## src/sv/pms_pkg.sv

```systemverilog
// ----------------------------------------------------------------------------
// pms_pkg: shared types and constants of the power mode sequencer
// Power state codes, event codes, message and vote codes, register map.
// ----------------------------------------------------------------------------
package pms_pkg;

  // one-hot power state
  typedef enum logic [7:0] {
    ST_NORMAL        = 8'b0000_0001,
    ST_SLEEP_CHECK   = 8'b0000_0010,
    ST_OFF_CHECK     = 8'b0000_0100,
    ST_EMERGENCY     = 8'b0000_1000,
    ST_ASLEEP        = 8'b0001_0000,
    ST_RESTART_APP   = 8'b0010_0000,
    ST_RESTART_MODEM = 8'b0100_0000,
    ST_UPDATE        = 8'b1000_0000
  } pms_state_e;

  // numeric state as reported on the result channel
  localparam logic [2:0] NUM_NORMAL        = 3'd0;
  localparam logic [2:0] NUM_SLEEP_CHECK   = 3'd1;
  localparam logic [2:0] NUM_OFF_CHECK     = 3'd2;
  localparam logic [2:0] NUM_EMERGENCY     = 3'd3;
  localparam logic [2:0] NUM_ASLEEP        = 3'd4;
  localparam logic [2:0] NUM_RESTART_APP   = 3'd5;
  localparam logic [2:0] NUM_RESTART_MODEM = 3'd6;
  localparam logic [2:0] NUM_UPDATE        = 3'd7;

  typedef enum logic [3:0] {
    EV_RING          = 4'd0,
    EV_RTC           = 4'd1,
    EV_RUNNING       = 4'd2,
    EV_TICK          = 4'd3,
    EV_EMERGENCY     = 4'd4,
    EV_OFF           = 4'd5,
    EV_SLEEP         = 4'd6,
    EV_RESTART_APP   = 4'd7,
    EV_RESTART_MODEM = 4'd8,
    EV_UPDATE        = 4'd9
  } pms_event_e;

  localparam logic [2:0] MSG_NONE      = 3'd0;
  localparam logic [2:0] MSG_RUNNING   = 3'd1;
  localparam logic [2:0] MSG_SLEEP     = 3'd2;
  localparam logic [2:0] MSG_OFF       = 3'd3;
  localparam logic [2:0] MSG_EMERGENCY = 3'd4;
  localparam logic [2:0] MSG_RTC       = 3'd5;

  localparam logic [1:0] VOTE_NONE   = 2'd0;
  localparam logic [1:0] VOTE_OPPOSE = 2'd1;
  localparam logic [1:0] VOTE_AGREE  = 2'd2;

  localparam logic [1:0] MARK_NONE  = 2'd0;
  localparam logic [1:0] MARK_AWAKE = 2'd1;
  localparam logic [1:0] MARK_SLEEP = 2'd2;

  localparam logic [1:0] UST_OK       = 2'd0;
  localparam logic [1:0] UST_PROGRESS = 2'd1;
  localparam logic [1:0] UST_ERROR    = 2'd2;

  localparam logic [1:0] MODE_RUNNING = 2'd0;
  localparam logic [1:0] MODE_DEEP    = 2'd2;
  localparam logic [1:0] MODE_OFF     = 2'd3;

  localparam logic [2:0] RESTART_WAIT_MAX = 3'd5;
  localparam logic [3:0] UPDATE_WAIT_MAX  = 4'd10;
  localparam logic [2:0] UPDATE_ERROR_MAX = 3'd3;

  // register indexes (byte address = 4 * index)
  localparam logic [1:0] REG_SLEEP_MODE = 2'd0;
  localparam logic [1:0] REG_RTC_WAKEUP = 2'd1;
  localparam logic [1:0] REG_IDLE_LIMIT = 2'd2;

  localparam logic [7:0] IDLE_LIMIT_RESET = 8'd10;

  function automatic logic [2:0] state_num(pms_state_e st);
    logic [2:0] n;
    case (st)
      ST_NORMAL:        n = NUM_NORMAL;
      ST_SLEEP_CHECK:   n = NUM_SLEEP_CHECK;
      ST_OFF_CHECK:     n = NUM_OFF_CHECK;
      ST_EMERGENCY:     n = NUM_EMERGENCY;
      ST_ASLEEP:        n = NUM_ASLEEP;
      ST_RESTART_APP:   n = NUM_RESTART_APP;
      ST_RESTART_MODEM: n = NUM_RESTART_MODEM;
      ST_UPDATE:        n = NUM_UPDATE;
      default:          n = NUM_NORMAL;
    endcase
    return n;
  endfunction

endpackage

```

## src/sv/power_mode_sequencer.sv

```systemverilog
// ----------------------------------------------------------------------------
// power_mode_sequencer: eight-state power-mode controller
// One event item in, one result item out: new state plus action strobes.
// ----------------------------------------------------------------------------
// Channel  | Handshake                 | Payload
// ---------+---------------------------+-------------------------------------
// event in | event_valid_i/_ready_o    | event_req, usb_hold, mcu_hold,
//          |                           | modules_ready, socket_data, update_status
// result   | result_valid_o/_ready_i   | state_now .. app_sleep_mark
// config   | APB psel/penable/pwrite   | sleep_mode, rtc_wakeup_seconds,
//          |                           | idle_ticks_limit
//
// One item per cycle while results are taken: the next-state decision is one
// pass of logic from the accepted item and the state registers into the result
// register, read out the cycle after acceptance. A stalled result holds there;
// a new item is taken in the same cycle the held result leaves.
// Reset: normal state, counters zero, idle limit 10, no result pending.
// ----------------------------------------------------------------------------
module power_mode_sequencer
  import pms_pkg::*;
(
  input  logic        clk_i,
  input  logic        rst_ni,

  input  logic        event_valid_i,
  output logic        event_ready_o,
  input  logic [3:0]  event_req_i,
  input  logic        usb_hold_i,
  input  logic        mcu_hold_i,
  input  logic        modules_ready_i,
  input  logic        socket_data_i,
  input  logic [1:0]  update_status_i,

  output logic        result_valid_o,
  input  logic        result_ready_i,
  output logic [2:0]  state_now_o,
  output logic [2:0]  notify_msg_o,
  output logic [1:0]  vote_action_o,
  output logic        wake_line_o,
  output logic        arm_rtc_timer_o,
  output logic        power_down_o,
  output logic        kill_app_o,
  output logic        start_update_o,
  output logic        abandon_update_o,
  output logic [1:0]  app_sleep_mark_o,

  input  logic        psel,
  input  logic        penable,
  input  logic        pwrite,
  input  logic [3:0]  paddr,
  input  logic [31:0] pwdata,
  output logic [31:0] prdata,
  output logic        pready
);

  // configuration
  logic [1:0]  sleep_mode_q;
  logic [15:0] rtc_seconds_q;
  logic [7:0]  idle_limit_q;
  logic        cfg_wr;

  // sequencer state
  pms_state_e state_q, state_d;
  logic       wake_q, wake_d;
  logic [7:0] idle_q, idle_d;
  logic [2:0] app_wait_q, app_wait_d;
  logic [2:0] mdm_wait_q, mdm_wait_d;
  logic [3:0] upd_wait_q, upd_wait_d;
  logic [2:0] upd_err_q, upd_err_d;

  // result register
  logic       out_valid_q;
  logic [2:0] msg_d, msg_q;
  logic [1:0] vote_d, vote_q;
  logic [1:0] mark_d, mark_q;
  logic       arm_d, arm_q;
  logic       pdown_d, pdown_q;
  logic       kill_d, kill_q;
  logic       start_d, start_q;
  logic       abandon_d, abandon_q;
  logic [2:0] snum_q;
  logic       wline_q;

  logic       accept;
  logic       hold;
  logic       off_hold;
  logic       allow;
  logic [7:0] idle_inc;
  logic [3:0] upd_wait_inc;
  logic [2:0] upd_err_inc;

  // ---------------------------------------------------------------- config
  assign pready = 1'b1;
  assign cfg_wr = psel && penable && pwrite;

  always_ff @(posedge clk_i or negedge rst_ni) begin
    if (!rst_ni) begin
      sleep_mode_q  <= '0;
      rtc_seconds_q <= '0;
      idle_limit_q  <= IDLE_LIMIT_RESET;
    end else if (cfg_wr) begin
      case (paddr[3:2])
        REG_SLEEP_MODE: sleep_mode_q  <= pwdata[1:0];
        REG_RTC_WAKEUP: rtc_seconds_q <= pwdata[15:0];
        REG_IDLE_LIMIT: idle_limit_q  <= pwdata[7:0];
        default: ;
      endcase
    end
  end

  always_comb begin
    case (paddr[3:2])
      REG_SLEEP_MODE: prdata = {30'd0, sleep_mode_q};
      REG_RTC_WAKEUP: prdata = {16'd0, rtc_seconds_q};
      REG_IDLE_LIMIT: prdata = {24'd0, idle_limit_q};
      default:        prdata = '0;
    endcase
  end

  // ------------------------------------------------------------- handshake
  assign event_ready_o = !out_valid_q || result_ready_i;
  assign accept        = event_valid_i && event_ready_o;

  // ------------------------------------------------------- next-state pass
  assign hold         = usb_hold_i || mcu_hold_i;
  assign off_hold     = mcu_hold_i || (usb_hold_i && (sleep_mode_q < MODE_DEEP));
  assign idle_inc     = (idle_q == 8'hFF) ? idle_q : idle_q + 8'd1;
  assign upd_wait_inc = (upd_wait_q == 4'hF) ? upd_wait_q : upd_wait_q + 4'd1;
  assign upd_err_inc  = (upd_err_q == 3'h7) ? upd_err_q : upd_err_q + 3'd1;

  always_comb begin
    state_d    = state_q;
    wake_d     = wake_q;
    idle_d     = idle_q;
    app_wait_d = app_wait_q;
    mdm_wait_d = mdm_wait_q;
    upd_wait_d = upd_wait_q;
    upd_err_d  = upd_err_q;
    msg_d      = MSG_NONE;
    vote_d     = VOTE_NONE;
    mark_d     = MARK_NONE;
    arm_d      = 1'b0;
    pdown_d    = 1'b0;
    kill_d     = 1'b0;
    start_d    = 1'b0;
    abandon_d  = 1'b0;
    allow      = modules_ready_i;

    case (pms_event_e'(event_req_i))
      EV_RING: begin
        if (state_q == ST_NORMAL) begin
          if (!mcu_hold_i) wake_d = 1'b1;
        end else if (state_q == ST_SLEEP_CHECK || state_q == ST_OFF_CHECK ||
                     state_q == ST_ASLEEP) begin
          vote_d  = VOTE_OPPOSE;
          state_d = ST_NORMAL;
          msg_d   = MSG_RUNNING;
          wake_d  = 1'b1;
        end
      end
      EV_RTC: begin
        if (state_q == ST_SLEEP_CHECK || state_q == ST_ASLEEP) begin
          vote_d  = VOTE_OPPOSE;
          msg_d   = MSG_RTC;
          state_d = ST_SLEEP_CHECK;
        end
      end
      EV_RUNNING: begin
        if (state_q == ST_SLEEP_CHECK || state_q == ST_OFF_CHECK ||
            state_q == ST_EMERGENCY) begin
          vote_d  = VOTE_OPPOSE;
          state_d = ST_NORMAL;
          msg_d   = MSG_RUNNING;
          mark_d  = MARK_AWAKE;
        end
      end
      EV_TICK: begin
        case (state_q)
          ST_NORMAL: begin
            if (hold) begin
              idle_d = '0;
              wake_d = 1'b0;
            end else if (idle_inc >= idle_limit_q) begin
              idle_d = '0;
              if (sleep_mode_q != MODE_RUNNING) begin
                state_d = ST_OFF_CHECK;
                msg_d   = MSG_OFF;
              end else begin
                state_d = ST_SLEEP_CHECK;
                msg_d   = MSG_SLEEP;
              end
            end else begin
              idle_d = idle_inc;
            end
          end
          ST_SLEEP_CHECK: begin
            if (hold) begin
              vote_d  = VOTE_OPPOSE;
              state_d = ST_NORMAL;
              msg_d   = MSG_RUNNING;
              mark_d  = MARK_AWAKE;
              wake_d  = 1'b0;
            end else if (modules_ready_i && !wake_q) begin
              state_d = ST_ASLEEP;
              arm_d   = (rtc_seconds_q != 16'd0);
              vote_d  = VOTE_AGREE;
            end
          end
          ST_OFF_CHECK: begin
            if (off_hold) begin
              vote_d  = VOTE_OPPOSE;
              state_d = ST_NORMAL;
              msg_d   = MSG_RUNNING;
              mark_d  = MARK_AWAKE;
              wake_d  = 1'b0;
            end else if (modules_ready_i && !wake_q) begin
              pdown_d = 1'b1;
            end
          end
          ST_EMERGENCY: begin
            wake_d = 1'b0;
            if (modules_ready_i) mark_d = MARK_SLEEP;
          end
          ST_ASLEEP: begin
            if (hold) begin
              vote_d  = VOTE_OPPOSE;
              state_d = ST_NORMAL;
              msg_d   = MSG_RUNNING;
              mark_d  = MARK_AWAKE;
              wake_d  = 1'b0;
            end else if (socket_data_i) begin
              vote_d  = VOTE_OPPOSE;
              state_d = ST_NORMAL;
              msg_d   = MSG_RUNNING;
              wake_d  = 1'b1;
            end
          end
          ST_RESTART_APP: begin
            if (modules_ready_i || app_wait_q > RESTART_WAIT_MAX) kill_d = 1'b1;
            else if (app_wait_q != 3'h7) app_wait_d = app_wait_q + 3'd1;
          end
          ST_RESTART_MODEM: begin
            if (modules_ready_i || mdm_wait_q > RESTART_WAIT_MAX) pdown_d = 1'b1;
            else if (mdm_wait_q != 3'h7) mdm_wait_d = mdm_wait_q + 3'd1;
          end
          ST_UPDATE: begin
            if (!modules_ready_i) begin
              upd_wait_d = upd_wait_inc;
              if (upd_wait_inc > UPDATE_WAIT_MAX) allow = 1'b1;
            end
            if (update_status_i == UST_ERROR) begin
              if (upd_err_inc > UPDATE_ERROR_MAX) begin
                // fourth error gives up on the update
                abandon_d = 1'b1;
                upd_err_d = '0;
                state_d   = ST_NORMAL;
                msg_d     = MSG_RUNNING;
              end else begin
                upd_err_d = upd_err_inc;
                start_d   = allow;
              end
            end else if (update_status_i != UST_OK && update_status_i != UST_PROGRESS) begin
              start_d = allow;
            end
          end
          default: ;
        endcase
      end
      EV_EMERGENCY: begin
        if (state_q == ST_NORMAL || state_q == ST_SLEEP_CHECK) begin
          state_d = ST_EMERGENCY;
          msg_d   = MSG_EMERGENCY;
        end
      end
      EV_OFF: begin
        if (state_q == ST_NORMAL || state_q == ST_EMERGENCY) begin
          state_d = ST_OFF_CHECK;
          msg_d   = MSG_OFF;
        end
      end
      EV_SLEEP: begin
        if (state_q == ST_NORMAL) begin
          state_d = ST_SLEEP_CHECK;
          msg_d   = MSG_SLEEP;
        end
      end
      EV_RESTART_APP: begin
        if (state_q == ST_NORMAL) begin
          state_d = ST_RESTART_APP;
          msg_d   = MSG_OFF;
        end
      end
      EV_RESTART_MODEM: begin
        if (state_q == ST_NORMAL) begin
          state_d = ST_RESTART_MODEM;
          msg_d   = MSG_OFF;
        end
      end
      EV_UPDATE: begin
        if (state_q == ST_NORMAL) begin
          state_d = ST_UPDATE;
          msg_d   = MSG_OFF;
        end
      end
      default: ;
    endcase
  end

  // ------------------------------------------------------------- registers
  always_ff @(posedge clk_i or negedge rst_ni) begin
    if (!rst_ni) begin
      state_q    <= ST_NORMAL;
      wake_q     <= 1'b0;
      idle_q     <= '0;
      app_wait_q <= '0;
      mdm_wait_q <= '0;
      upd_wait_q <= '0;
      upd_err_q  <= '0;
    end else if (accept) begin
      state_q    <= state_d;
      wake_q     <= wake_d;
      idle_q     <= idle_d;
      app_wait_q <= app_wait_d;
      mdm_wait_q <= mdm_wait_d;
      upd_wait_q <= upd_wait_d;
      upd_err_q  <= upd_err_d;
    end
  end

  always_ff @(posedge clk_i or negedge rst_ni) begin
    if (!rst_ni) begin
      out_valid_q <= 1'b0;
    end else if (event_ready_o) begin
      out_valid_q <= event_valid_i;
    end
  end

  always_ff @(posedge clk_i) begin
    if (accept) begin
      snum_q    <= state_num(state_d);
      msg_q     <= msg_d;
      vote_q    <= vote_d;
      wline_q   <= wake_d;
      arm_q     <= arm_d;
      pdown_q   <= pdown_d;
      kill_q    <= kill_d;
      start_q   <= start_d;
      abandon_q <= abandon_d;
      mark_q    <= mark_d;
    end
  end

  assign result_valid_o   = out_valid_q;
  assign state_now_o      = snum_q;
  assign notify_msg_o     = msg_q;
  assign vote_action_o    = vote_q;
  assign wake_line_o      = wline_q;
  assign arm_rtc_timer_o  = arm_q;
  assign power_down_o     = pdown_q;
  assign kill_app_o       = kill_q;
  assign start_update_o   = start_q;
  assign abandon_update_o = abandon_q;
  assign app_sleep_mark_o = mark_q;

endmodule
```

## config.mk

```make
export PLATFORM = sky130hd
export DESIGN_NAME = power_mode_sequencer
export DESIGN_NICKNAME = d
export VERILOG_FILES = /design/src/sv/pms_pkg.sv /design/src/sv/power_mode_sequencer.sv
export SDC_FILE = /design/constraint.sdc
export NUM_CORES = 1
export LEC_CHECK = 0
export BUFFER_PORTS_ARGS = -buffer_cell sky130_fd_sc_hd__buf_2
export CAP_MARGIN = 20
export CORE_AREA = 8 8 109 131
export DETAILED_ROUTE_END_ITERATION = 10
export DIE_AREA = 0 0 117 139
export GPL_TIMING_DRIVEN = 0
export PLACE_DENSITY = 0.71
export SYNTH_ARGS = -nofsm -noshare
export SYNTH_HDL_FRONTEND = slang
export SYNTH_SLANG_ARGS = --single-unit
```

## constraint.sdc

```tcl
create_clock -name clk_i -period 4.28 [get_ports clk_i]
set_input_delay 0.642 -clock clk_i [delete_from_list [all_inputs] [get_ports clk_i]]
set_output_delay 0.642 -clock clk_i [all_outputs]
set_load 0.01 [all_outputs]
```

==> results of run 1 <==
registers in the layout, summed over array words and instances (netlist names), 2 cells and up:
name / count
app_sleep_mark_o: 2
mdm_wait_q: 3
state_now_o: 3
idle_limit_q: 8
state_q: 8
app_wait_q: 3
notify_msg_o: 3
rtc_seconds_q: 16
upd_err_q: 3
sleep_mode_q: 2
vote_action_o: 2
idle_q: 8
upd_wait_q: 4
layout make-up:
class / instances / area share [%]
Inverter: 23 / 1.52
Tap cell: 164 / 3.61
Clock buffer: 11 / 4.47
Timing Repair Buffer: 66 / 6.08
Clock inverter: 5 / 0.617
Buffer: 40 / 4.03
Sequential cell: 73 / 33.6
Multi-Input combinational cell: 394 / 46.0
critical path: cells and delay by family, from the launching register on:
kind,cells,cell delay [ns]
flip-flops,1,0.40
AO/OA/AOI/OAI,6,1.79
adder cells (fa/ha/maj),2,0.49
AND/OR/NAND/NOR,5,0.79
XOR/XNOR,2,0.35
cells in the mapped netlist (3+ instances only):
master / instances
a22o_1: 6
or2_2: 4
mux2_2: 24
o21ai_0: 37
nor2b_1: 7
nor4_1: 11
nand4b_1: 4
ha_1: 17
nor3b_1: 5
xor2_1: 4
a21o_1: 5
or3_1: 4
nor2_1: 30
o22ai_1: 3
o211ai_1: 3
nand2b_1: 14
inv_1: 21
nand3_1: 18
nand2_1: 63
and3_1: 3
xnor2_1: 8
edfxtp_1: 16
dfstp_2: 3
buf_2: 3
clkbuf_1: 17
nor3_1: 13
a31oi_1: 9
a21oi_1: 11
dfrtp_1: 54
nand4_1: 9
and2_1: 11
buf_4: 18
mux2i_1: 6
placed cells by master, fill, tap and decap left out, types with 4 or more instances in the layout:
| cell type | count |
|---|---|
| o21ai_0 | 37 |
| a31oi_1 | 9 |
| conb_1 | 17 |
| ha_1 | 17 |
| nand3_1 | 18 |
| clkbuf_1 | 18 |
| or3_1 | 4 |
| xor2_1 | 4 |
| xnor2_1 | 8 |
| clkbuf_16 | 10 |
| dfrtp_1 | 54 |
| nand4_1 | 9 |
| nor3b_1 | 5 |
| a21o_1 | 5 |
| nor4_1 | 11 |
| or2_2 | 4 |
| nor2_1 | 30 |
| nand2b_1 | 14 |
| nand4b_1 | 4 |
| nor2b_1 | 7 |
| mux2i_1 | 6 |
| a22o_1 | 6 |
| and2_1 | 11 |
| buf_2 | 68 |
| mux2_2 | 24 |
| inv_1 | 21 |
| a21oi_1 | 11 |
| buf_4 | 18 |
| nand2_1 | 63 |
| edfxtp_1 | 16 |
| nor3_1 | 13 |
per-stage QoR:
step	util (%)	hold slack [ns]
CTS	46.2	0.333
floorplan	-	0.346
finish	46.3	0.310
global route	46.3	0.370
detailed placement	43.8	0.468
global placement	43.7	0.460
report_power, final:
part           total [W]  switching [W]  internal [W]  leakage, nW
Combinational   0.000301       0.000167      0.000134         1.55
Clock           0.000727       0.000297      0.000430        0.146
Sequential      0.000849      0.0000590      0.000790        0.890
cells by family after synthesis:
| group | Yosys count | synth area share, % |
|---|---|---|
| multiplexers | 30 | 6.92 |
| AND/OR/NAND/NOR | 214 | 24.4 |
| flip-flops | 73 | 40.0 |
| buffers and inverters | 63 | 6.60 |
| adder cells (fa/ha/maj) | 17 | 4.45 |
| other | 2 | 0.157 |
| AO/OA/AOI/OAI | 104 | 15.3 |
| XOR/XNOR | 12 | 2.20 |
worst min-delay path by stage:
stage                        from          endpoint  slack (ns)  cells past startpoint
floorplan                  rst_ni     app_wait_q[0]        0.35                      0
CTS                        rst_ni  rtc_seconds_q[2]        0.33                      1
global placement    app_wait_q[0]     app_wait_q[0]        0.46                      1
global route               rst_ni  rtc_seconds_q[2]        0.37                      1
detailed placement  app_wait_q[0]     app_wait_q[0]        0.47                      1
finish                     rst_ni   idle_limit_q[7]        0.31                      1
per-layer routing:
| metal | track usage [%] | vias to the layer above |
|---|---|---|
| li1 | - | 2008 |
| met1 | 18.4 | 2003 |
| met2 | 27.8 | 159 |
| met3 | 3.31 | 33 |
| met4 | 7.97 | 0 |
| met5 | 0 | - |
what timing repair did:
item,in CTS,in global routing
setup endpoints to repair,0,3
endpoints found under the hold margin,0,0
gates resized for setup,0,2
==> results.txt, run 1 <==
----------------------------------------------------
[Synth]
  Post-Syn Instances ... 515
  Top_reg_cell synth ... dfrtp_1
  Number of different library cells in the post-synthesis netlist ... 75
  Sequential area share after synthesis ... 40.0%
  Average footprint of a synthesized cell ... 9.27 µm²
  Asr flop ratio synth ... 78.1%
  Post-synthesis instance area ... 4770 µm²
  Cell taking the most area after synthesis ... dfrtp_1
  Top area cells in the synthesized netlist ... dfrtp_1 28%, edfxtp_1 10%, mux2_2 5.7%, nand2_1 5.0%, ha_1 4.5%
  Post-synth top area share ... 28.3%
  Seq cells post-synth ... 73
  Number of synthesis warnings ... 0
  Count of flip-flops with a built-in enable after synthesis ... 16

[Clocking]
  Clock Latency Late Sink ... 0.34 ns
  TritonCTS clock tree ... built
  Post-CTS repair timing setup buffer count ... 0
  Clock root buffer ... clkbuf_16
  Clk slew on worst S/H paths ... 0.06 ns
  TritonCTS Sinks ... 73
  H-tree levels ... 3
  Clock Path Buffers ... 2
  Number of hold buffers added after CTS ... 0
  TritonCTS buffer count ... 9

[Drt]
  Highest metal layer with signal wires ... met4
  Wire length on met1 ... 5230 µm
  Number of remaining DRC errors ... 0
  First-pass DRT Iterations ... 5
  Initial DRC count ... 260
  Via count ... 4203
  Via/cell ratio ... 5.42
  DR WL/cell ... 16.5 µm
  Met2 routed wirelength ... 6490 µm
  Post-detailed-route count of antenna-violating nets ... 0
  Met3 Routed Length ... 755 µm
  Total Routed Length ... 12800 µm

[Timing]
  Final setup vio count ... 0
  Crit path time final ... 3.98 ns
  Min setup slack post-route ... 0.298 ns
  Setup repair after global routing missed its margin ... false
  Final Skew ... 0.00779 ns
  Post-route clock period utilization ... 93.0%
  Worst relative slew slack ... 37.6%
  Maximum operating frequency ... 0.251 GHz
  Number of failing hold endpoints at the final stage ... 0
  Count of pins over their slew limit ... 0
  Sum of negative setup slack ... 0 ns
  Worst-Margin Slew ... 0.934 ns

[Critical path]
  Worst setup path end ... state_now_o[2]
  Cells along the critical path ... ha_1 > nand2_1 > nor2_1 > nand3_1 > xnor2_1 > ha_1 > nand2b_1 > a2111oi_0 > o311ai_2 > a21oi_1 > o21ai_0 > a31oi_4 > xnor2_1 > o22a_1 > nor3_2
  Stage delay of the slowest cell on the critical path ... 0.52 ns
  Critical Path RT ... 4.47 ns
  Launching element type of the critical path ... register
  Worst reg2reg setup slack ... 0.30 ns
  Data arrival, critical path ... 4.17 ns
  Type of the setup path with the least slack ... reg2reg
  Largest fanout on the critical path ... 5
  Worst r2r path cells ... 15
  Capturing point of the worst reg2reg path ... state_now_o[2]
  Reg2Reg Launch Point ... idle_q[0]
  CP max stage cell ... a2111oi_0
  CP Launch Point ... idle_q[0]
  Sort of element at the end of the critical path ... register

[Place]
  Half-perimeter wire length after placement ... 9970 µm
  Gp weighted congestion ... 0.904
  Placed cell area ... 5380 µm²
  Number of cells in the design after placement ... 760
  Buffers added on ports ... 65
  Worst slack at placement ... 0.0506 ns

[Die]
  Number of placement rows ... 45
  Initial core utilization ... 38.9%
  Die outline width ... 117 µm
  Ports ... 104
  Overall die height ... 139 µm
  Total die area ... 16300 µm²
  Area of the core ... 12300 µm²

[Global routing]
  Grt ovf ... 0
  Global-route wire length before repair ... 20800 µm
  Vias in the first global route ... 4293
  Global routing usage summed across all routing layers ... 16.2%
  Maximum number of pins on one net before global-route repair ... 32
  Antenna violations before repair ... 0

[Final layout]
  Post-layout instance area ... 5680 µm²
  Area taken by multi-input logic gates ... 2610 µm²
  Proportion of layout cells with a drive suffix above 1 ... 25.7%
  Area added between synthesis and finish ... 18.9%
  Filler Cells Inserted ... 1220
  # nets final ... 677
  Antenna fix cells ... 0
  Number of standard cells in the layout, taps in and fillers out ... 776
  Area used by sequential logic in the layout ... 1910 µm²

[Status]
  Result of the run ... complete, no violations

[Job]
  Max-capacitance violation count ... 0

[Hold path]
  Class of the most critical hold timing path ... in2async

[Power]
  Sum of internal, switching and leakage power ... 0.00188 W
  Power per standard cell area ... 331 nW/µm²
  Leakage Power ... 2.59 nW
  Peak supply drop ... 0.000156 V

----------------------------------------------------
(Power assumes the default switching activity.)
==> run 2: changes to the inputs <==
--- a/config.mk
+++ b/config.mk
@@ -7,11 +7,11 @@
 export LEC_CHECK = 0
 export BUFFER_PORTS_ARGS = -buffer_cell sky130_fd_sc_hd__buf_2
 export CAP_MARGIN = 20
-export CORE_AREA = 8 8 109 131
+export CORE_AREA = 8 8 96 115
 export DETAILED_ROUTE_END_ITERATION = 10
-export DIE_AREA = 0 0 117 139
+export DIE_AREA = 0 0 104 123
 export GPL_TIMING_DRIVEN = 0
-export PLACE_DENSITY = 0.71
+export PLACE_DENSITY = 0.87
 export SYNTH_ARGS = -nofsm -noshare
 export SYNTH_HDL_FRONTEND = slang
 export SYNTH_SLANG_ARGS = --single-unit
==> run 2 against run 1 <==
Global-route usage increased by 4.0 points. Power increased by 0.69%. Via count increased by 1.4%. Worst hold slack got worse by 0.041 ns. Critical path depth unchanged. Largest power group unchanged. Flip-flop and latch count unchanged. Setup slack improved by 0.063 ns. Cell count decreased by 5.3%. Count of clock-buffer cells in the layout unchanged. Non-clock buffer count unchanged. Design area decreased by 0.66%. Critical endpoint is now state_now_o[1].
==> results.txt, run 2 (synthesized netlist as in run 1, its figures left out) <==
----------------------------------------------------
[Status]
  Result of the run ... complete, no violations

[Clocking]
  TritonCTS clock tree ... built
  Clock Path Buffers ... 2 (unchanged)
  Clock Latency Late Sink ... 0.34 ns (about the same)
  H-tree levels ... 3 (unchanged)
  Clk slew on worst S/H paths ... 0.06 ns (about the same)
  Post-CTS repair timing setup buffer count ... 0 (unchanged)
  Clock root buffer ... clkbuf_16
  TritonCTS Sinks ... 73 (unchanged)
  Number of hold buffers added after CTS ... 0 (unchanged)
  TritonCTS buffer count ... 9 (unchanged)

[Global routing]
  Grt ovf ... 0 (unchanged)
  Antenna violations before repair ... 0 (unchanged)
  Global routing usage summed across all routing layers ... 20.1% (+4.0 points)
  Global-route wire length before repair ... 21100 µm (+1.1%)
  Maximum number of pins on one net before global-route repair ... 39 (+22%)
  Vias in the first global route ... 4363 (+1.6%)

[Die]
  Initial core utilization ... 51.5% (+13 points)
  Total die area ... 12800 µm² (-21%)
  Overall die height ... 123 µm (-12%)
  Number of placement rows ... 39 (-13%)
  Area of the core ... 9270 µm² (-24%)
  Ports ... 104 (unchanged)
  Die outline width ... 104 µm (-11%)

[Power]
  Clock share of power ... 38.9% (+0.2 points)
  Power share of the sequential group ... 44.8% (-0.4 points)
  Peak supply drop ... 0.000248 V (+58%)
  P_sw ... 0.000532 W (+1.8%)
  Sw Ratio ... 28.1% (+0.30 points)
  Portion of total power attributed to combinational logic ... 16.3% (+0.3 points)
  Cell internal power dissipation ... 0.00136 W (+0.28%)
  Leakage Power ... 2.58 nW (-0.11%)
  Power per standard cell area ... 335 nW/µm² (+1.4%)

[Final layout]
  Proportion of layout cells with a drive suffix above 1 ... 26.0% (+0.33 points)
  Number of flip-flops under the largest register name ... 16 (unchanged)
  Area added between synthesis and finish ... 18.1%
  Antenna fix cells ... 0 (unchanged)
  # nets final ... 677 (unchanged)
  Post-layout instance area ... 5640 µm² (-0.66%)
  Commonest non-fill, non-tap cell in the layout ... buf_2
  Most used cells in the layout excluding fill and tap cells ... 68 x buf_2, 63 x nand2_1, 54 x dfrtp_1, 37 x o21ai_0, 30 x nor2_1
  Filler Cells Inserted ... 812 (-33%)
  Largest register by flop count ... rtc_seconds_q
  Number of standard cells in the layout, taps in and fillers out ... 735 (-5.3%)

[Critical path]
  Crit path max-delay family ... compound AO/OA/AOI/OAI gates
  Largest fanout on the critical path ... 5 (unchanged)
  Launching element type of the critical path ... register
  Worst reg2reg setup slack ... 0.36 ns (+0.06 ns)
  Buffering stage count on the worst path with inverters included ... 0 (unchanged)
  Total number of cells along the worst setup path ... 15 (unchanged)
  Cells along the critical path ... ha_1 > nand2_1 > nor2_1 > a31oi_1 > nand3_1 > xnor2_1 > ha_1 > nand4_1 > o311ai_2 > a21oi_2 > o21ai_2 > o211ai_1 > a21oi_2 > mux2i_1 > a211oi_1
  CP max stage cell ... o311ai_2
  Critical Path RT ... 4.35 ns (-0.12 ns)
  Capturing point of the worst reg2reg path ... state_now_o[1]
  Type of the setup path with the least slack ... reg2reg
  Reg2Reg Launch Point ... idle_q[0]
  Worst r2r path cells ... 15 (unchanged)
  Sort of element at the end of the critical path ... register
  Data arrival, critical path ... 3.99 ns (-0.18 ns)
  Stage delay of the slowest cell on the critical path ... 0.46 ns (-0.06 ns)

[Timing]
  Sum of negative setup slack ... 0 ns (unchanged)
  Post-route clock period utilization ... 91.6% (-1.5 points)
  Crit path time final ... 3.92 ns (-0.0629 ns)
  Count of pins over their slew limit ... 0 (unchanged)
  Maximum operating frequency ... 0.255 GHz (+1.6%)
  Setup repair after global routing missed its margin ... false
  Final Skew ... 0.00965 ns (+0.00185 ns)
  Number of failing hold endpoints at the final stage ... 0 (unchanged)
  Worst-Margin Slew ... 1.03 ns (+0.101 ns)
  Worst relative slew slack ... 30.9% (-6.7 points)
  Final setup vio count ... 0 (unchanged)

[Place]
  Half-perimeter wire length after placement ... 9730 µm (-2.4%)
  Number of cells in the design after placement ... 719 (-5.4%)
  Buffers added on ports ... 65 (unchanged)
  Gp weighted congestion ... 0.894 (-1.2%)
  Placed cell area ... 5330 µm² (-0.95%)

[Drt]
  Total Routed Length ... 12800 µm (+0.15%)
  Via count ... 4262 (+1.4%)
  Number of remaining DRC errors ... 0 (unchanged)
  Initial DRC count ... 449 (+73%)
  Via/cell ratio ... 5.80 (+7.1%)
  First-pass DRT Iterations ... 6 (+1)
  DR WL/cell ... 17.5 µm (+5.7%)
  Post-detailed-route count of antenna-violating nets ... 0 (unchanged)

[Hold path]
  Class of the most critical hold timing path ... in2async

[Job]
  Max-capacitance violation count ... 0 (unchanged)

----------------------------------------------------
[run 2: cell types whose count changed in the layout (fill, tap and decap cells not counted)]
cell / previous run / this run
inv_4: 2 / 0
a2111oi_0: 2 / 1
a2111oi_2: 0 / 1
a21oi_1: 11 / 10
a21oi_2: 2 / 3
clkinv_4: 1 / 2
clkinvlp_4: 0 / 1
[run 2: through the flow]
| step | total power, W | utilization [%] | setup slack (ns) | hold slack, ns |
|---|---|---|---|---|
| 2_1_floorplan | 0.00104 | - | 0.761 | 0.346 |
| 3_3_place_gp | 0.00114 | 57.3 | 0.165 | 0.461 |
| 3_5_place_dp | 0.00116 | 57.5 | 0.0396 | 0.479 |
| 4_1_cts | 0.00190 | 60.6 | 0.221 | 0.275 |
| 5_1_grt | 0.00197 | 60.8 | 0.0748 | 0.301 |
| 6_report | 0.00189 | 60.8 | 0.361 | 0.269 |
[run 2: worst register-to-register path, delay by kind of cell (launching register included)]
kind                     cells  cell delay (ns)
XOR/XNOR                     1             0.17
AO/OA/AOI/OAI                7             1.79
multiplexers                 1             0.23
adder cells (fa/ha/maj)      2             0.57
flip-flops                   1             0.42
AND/OR/NAND/NOR              4             0.46
[run 2: power groups by stage]
stage	registers (W)	logic, W	clock network (W)
6_report	0.000848	0.000308	0.000735
3_3_place_gp	0.000852	0.000285	0
4_1_cts	0.000847	0.000303	0.000746
2_1_floorplan	0.000844	0.000195	0
5_1_grt	0.000856	0.000340	0.000775
3_5_place_dp	0.000859	0.000299	0
[run 2: area by class of cell]
class,instances,area (µm²),share of cell area (%)
Inverter,23,86.3,1.53
Clock inverter,5,38.8,0.688
Buffer,40,229,4.06
Clock buffer,11,254,4.50
Tap cell,123,154,2.73
Sequential cell,73,1910,33.9
Multi-Input combinational cell,394,2620,46.5
Timing Repair Buffer,66,345,6.12
[run 2: worst max-delay path by stage]
stage / end / from / slack, ns
final: state_now_o[1] / idle_q[0] / 0.36
after global placement: state_now_o[1] / idle_q[0] / 0.17
after floorplan: state_now_o[1] / idle_q[0] / 0.76
after detailed placement: state_now_o[1] / idle_q[0] / 0.04
after global routing: state_now_o[2] / idle_q[0] / 0.07
after CTS: state_now_o[1] / idle_q[0] / 0.22
[run 2: repair_timing]
item / in CTS / in global routing
endpoints found under the setup margin: 1 / 3
pin swaps: 0 / 1
hold endpoints to repair: 0 / 0
gates resized for setup: 1 / 4
[run 2: per-layer routing]
metal / vias up / track usage [%] / wire, µm
li1: 2014 / - / -
met1: 2012 / 23.3 / 5150
met2: 199 / 35.1 / 6370
met3: 37 / 4.80 / 919
met4: 0 / 9.07 / 400
met5: - / 0 / 0
==> run 3: changes to the inputs <==
--- a/config.mk
+++ b/config.mk
@@ -6,10 +6,9 @@
 export NUM_CORES = 1
 export LEC_CHECK = 0
 export BUFFER_PORTS_ARGS = -buffer_cell sky130_fd_sc_hd__buf_2
-export CAP_MARGIN = 20
-export CORE_AREA = 8 8 96 115
+export CORE_AREA = 8 8 104 106
 export DETAILED_ROUTE_END_ITERATION = 10
-export DIE_AREA = 0 0 104 123
+export DIE_AREA = 0 0 112 114
 export GPL_TIMING_DRIVEN = 0
 export PLACE_DENSITY = 0.87
 export SYNTH_ARGS = -nofsm -noshare
==> run 3 against run 2 <==
Cell count shrank 1.8%. Routed wire length shrank 1.1%. Clock skew grew 0.0033 ns. Critical path depth is the same. Highest routed layer unchanged.
==> results.txt, run 3 (synthesized netlist as in run 1, its figures left out) <==
----------------------------------------------------
[Status]
  Result of the run ... complete, no violations

[Clocking]
  H-tree levels ... 3 (unchanged)
  Clock Latency Late Sink ... 0.36 ns (+0.02 ns)
  Number of hold buffers added after CTS ... 0 (unchanged)
  Clock Path Buffers ... 2 (unchanged)
  TritonCTS Sinks ... 73 (unchanged)
  TritonCTS buffer count ... 9 (unchanged)
  TritonCTS clock tree ... built
  Clk slew on worst S/H paths ... 0.09 ns (+0.03 ns)
  Post-CTS resize count ... 0 (-1)
  Clock root buffer ... clkbuf_8
  Post-CTS repair timing setup buffer count ... 0 (unchanged)

[Critical path]
  Data arrival, critical path ... 4.23 ns (+0.24 ns)
  Crit path max-delay family ... compound AO/OA/AOI/OAI gates
  Sort of element at the end of the critical path ... register
  Critical Path RT ... 4.48 ns (+0.13 ns)
  Type of the setup path with the least slack ... reg2reg
  Buffering stage count on the worst path with inverters included ... 0 (unchanged)
  CP max stage cell ... dfrtp_1
  Cells along the critical path ... ha_1 > nand2_1 > nor2_1 > nand3_1 > xnor2_2 > ha_1 > nand2b_1 > a2111oi_1 > o311ai_1 > a21oi_1 > o21ai_0 > a31oi_4 > xnor2_1 > o22a_1 > nor3_2
  Cell repeated most along the worst path ... ha_1
  Launching element type of the critical path ... register
  Largest fanout on the critical path ... 5 (unchanged)
  Stage delay of the slowest cell on the critical path ... 0.44 ns (-0.02 ns)

[Final layout]
  Filler Cells Inserted ... 793 (-2.3%)
  # nets final ... 676 (-0.15%)
  Number of flip-flops under the largest register name ... 16 (unchanged)
  Commonest non-fill, non-tap cell in the layout ... buf_2
  Proportion of layout cells with a drive suffix above 1 ... 25.7% (-0.28 points)
  Utilization after layout ... 60.9% (+0.084 points)
  Largest register by flop count ... rtc_seconds_q
  Most used cells in the layout excluding fill and tap cells ... 67 x buf_2, 63 x nand2_1, 54 x dfrtp_1, 37 x o21ai_0, 30 x nor2_1
  Antenna fix cells ... 0 (unchanged)
  Number of standard cells in the layout, taps in and fillers out ... 722 (-1.8%)
  Post-layout instance area ... 5550 µm² (-1.6%)
  Area added between synthesis and finish ... 16.2%

[Global routing]
  Antenna violations before repair ... 0 (unchanged)
  Maximum number of pins on one net before global-route repair ... 58 (+49%)
  Global-route wire length before repair ... 21000 µm (-0.16%)
  Vias in the first global route ... 4285 (-1.8%)
  Global routing usage summed across all routing layers ... 20.4% (+0.21 points)
  Grt ovf ... 0 (unchanged)

[Drt]
  Number of remaining DRC errors ... 0 (unchanged)
  Met2 routed wirelength ... 6190 µm (-2.8%)
  Total Routed Length ... 12700 µm (-1.1%)
  First-pass DRT Iterations ... 5 (-1)
  Post-detailed-route count of antenna-violating nets ... 0 (unchanged)
  Via count ... 4266 (+0.094%)
  Via/cell ratio ... 5.91 (+1.9%)
  Initial DRC count ... 360 (-20%)
  Met3 Routed Length ... 966 µm (+5.1%)
  Wire length on met1 ... 5300 µm (+2.9%)
  DR WL/cell ... 17.6 µm (+0.71%)
  Highest metal layer with signal wires ... met4

[Die]
  Initial core utilization ... 52.4% (+0.92 points)
  Die outline width ... 112 µm (+7.7%)
  Total die area ... 12800 µm² (-0.19%)
  Number of placement rows ... 35 (-10%)
  Overall die height ... 114 µm (-7.3%)
  Ports ... 104 (unchanged)
  Area of the core ... 9110 µm² (-1.8%)

[Power]
  Clock share of power ... 36.3% (-2.6 points)
  Portion of total power attributed to combinational logic ... 16.5% (+0.2 points)
  Peak supply drop ... 0.000159 V (-36%)
  Leakage Power ... 2.56 nW (-0.98%)
  Power share of the sequential group ... 47.2% (+2.4 points)
  Sw Ratio ... 28.3% (+0.12 points)
  Cell internal power dissipation ... 0.00129 W (-4.9%)
  P_sw ... 0.000509 W (-4.3%)
  Power per standard cell area ... 324 nW/µm² (-3.2%)

[Timing]
  Post-route clock period utilization ... 94.2% (+2.6 points)
  Crit path time final ... 4.03 ns (+0.112 ns)
  Worst-Margin Slew ... 0.925 ns (-0.110 ns)
  Final setup vio count ... 0 (unchanged)
  Maximum operating frequency ... 0.248 GHz (-2.8%)
  Final Skew ... 0.0129 ns (+0.00327 ns)
  Worst relative slew slack ... 38.2% (+7.4 points)
  Count of pins over their slew limit ... 0 (unchanged)
  Setup repair after global routing missed its margin ... true
  Min setup slack post-route ... 0.249 ns (-0.112 ns)
  Sum of negative setup slack ... 0 ns (unchanged)
  Number of failing hold endpoints at the final stage ... 0 (unchanged)

[Place]
  Placed cell area ... 5300 µm² (-0.66%)
  Worst slack at placement ... 0.121 ns (+0.0812 ns)
  Gp weighted congestion ... 0.982 (+9.8%)
  Half-perimeter wire length after placement ... 9760 µm (+0.33%)
  Buffers added on ports ... 65 (unchanged)
  Number of cells in the design after placement ... 706 (-1.8%)

[Job]
  Max-capacitance violation count ... 0 (unchanged)

[Hold path]
  Class of the most critical hold timing path ... in2async

----------------------------------------------------
## run 3: cell types whose count changed in the layout (fill, tap and decap cells not counted), moves of 2 or more
cell       delta
clkbuf_16     -9
clkbuf_8      +9
bufinv_16     +2
clkinv_4      -2
inv_6         +2
## run 3: path summary, 6_finish.rpt
| path | start | to | slack (ns) | depth (start not counted) |
|---|---|---|---|---|
| worst min register to register | app_wait_q[0] | app_wait_q[0] | 0.49 | 1 |
| worst max register to register | idle_q[0] | state_now_o[2] | 0.25 | 15 |
| worst min-delay path | rst_ni | idle_limit_q[2] | 0.34 | 1 |
| min in group clk_i | app_wait_q[0] | app_wait_q[0] | 0.49 | 1 |
| worst max-delay path | idle_q[0] | state_now_o[2] | 0.25 | 15 |
| max in group asynchronous | rst_ni | state_q[1] | 3.48 | 1 |
## run 3: layer usage
| layer | track usage (%) | vias to the layer above |
|---|---|---|
| met5 | 0 | - |
| met4 | 8.18 | 0 |
| met3 | 4.44 | 25 |
| met2 | 34.3 | 198 |
| met1 | 24.9 | 2047 |
| li1 | - | 1996 |
## run 3: power groups by stage
stage	logic (W)	clock network, W	registers, W
after global placement	0.000282	0	0.000855
after detailed placement	0.000295	0	0.000863
after global routing	0.000332	0.000691	0.000858
after CTS	0.000297	0.000660	0.000849
after floorplan	0.000195	0	0.000844
final	0.000298	0.000653	0.000850
## run 3: final cells by class
type | instances | area (µm²) | share of cell area, %
inverter | 23 | 86.3 | 1.56
clock buffer | 10 | 149 | 2.68
multi-input combinational | 394 | 2610 | 47.1
clock inverter | 6 | 93.8 | 1.69
sequential | 73 | 1910 | 34.4
timing repair buffer | 65 | 328 | 5.91
buffer | 40 | 229 | 4.13
tap | 111 | 139 | 2.50
## run 3: through the flow
step / total power, W / hold slack [ns]
6_report: 0.00180 / 0.341
5_1_grt: 0.00188 / 0.390
4_1_cts: 0.00181 / 0.483
3_5_place_dp: 0.00116 / 0.474
3_3_place_gp: 0.00114 / 0.460
2_1_floorplan: 0.00104 / 0.346
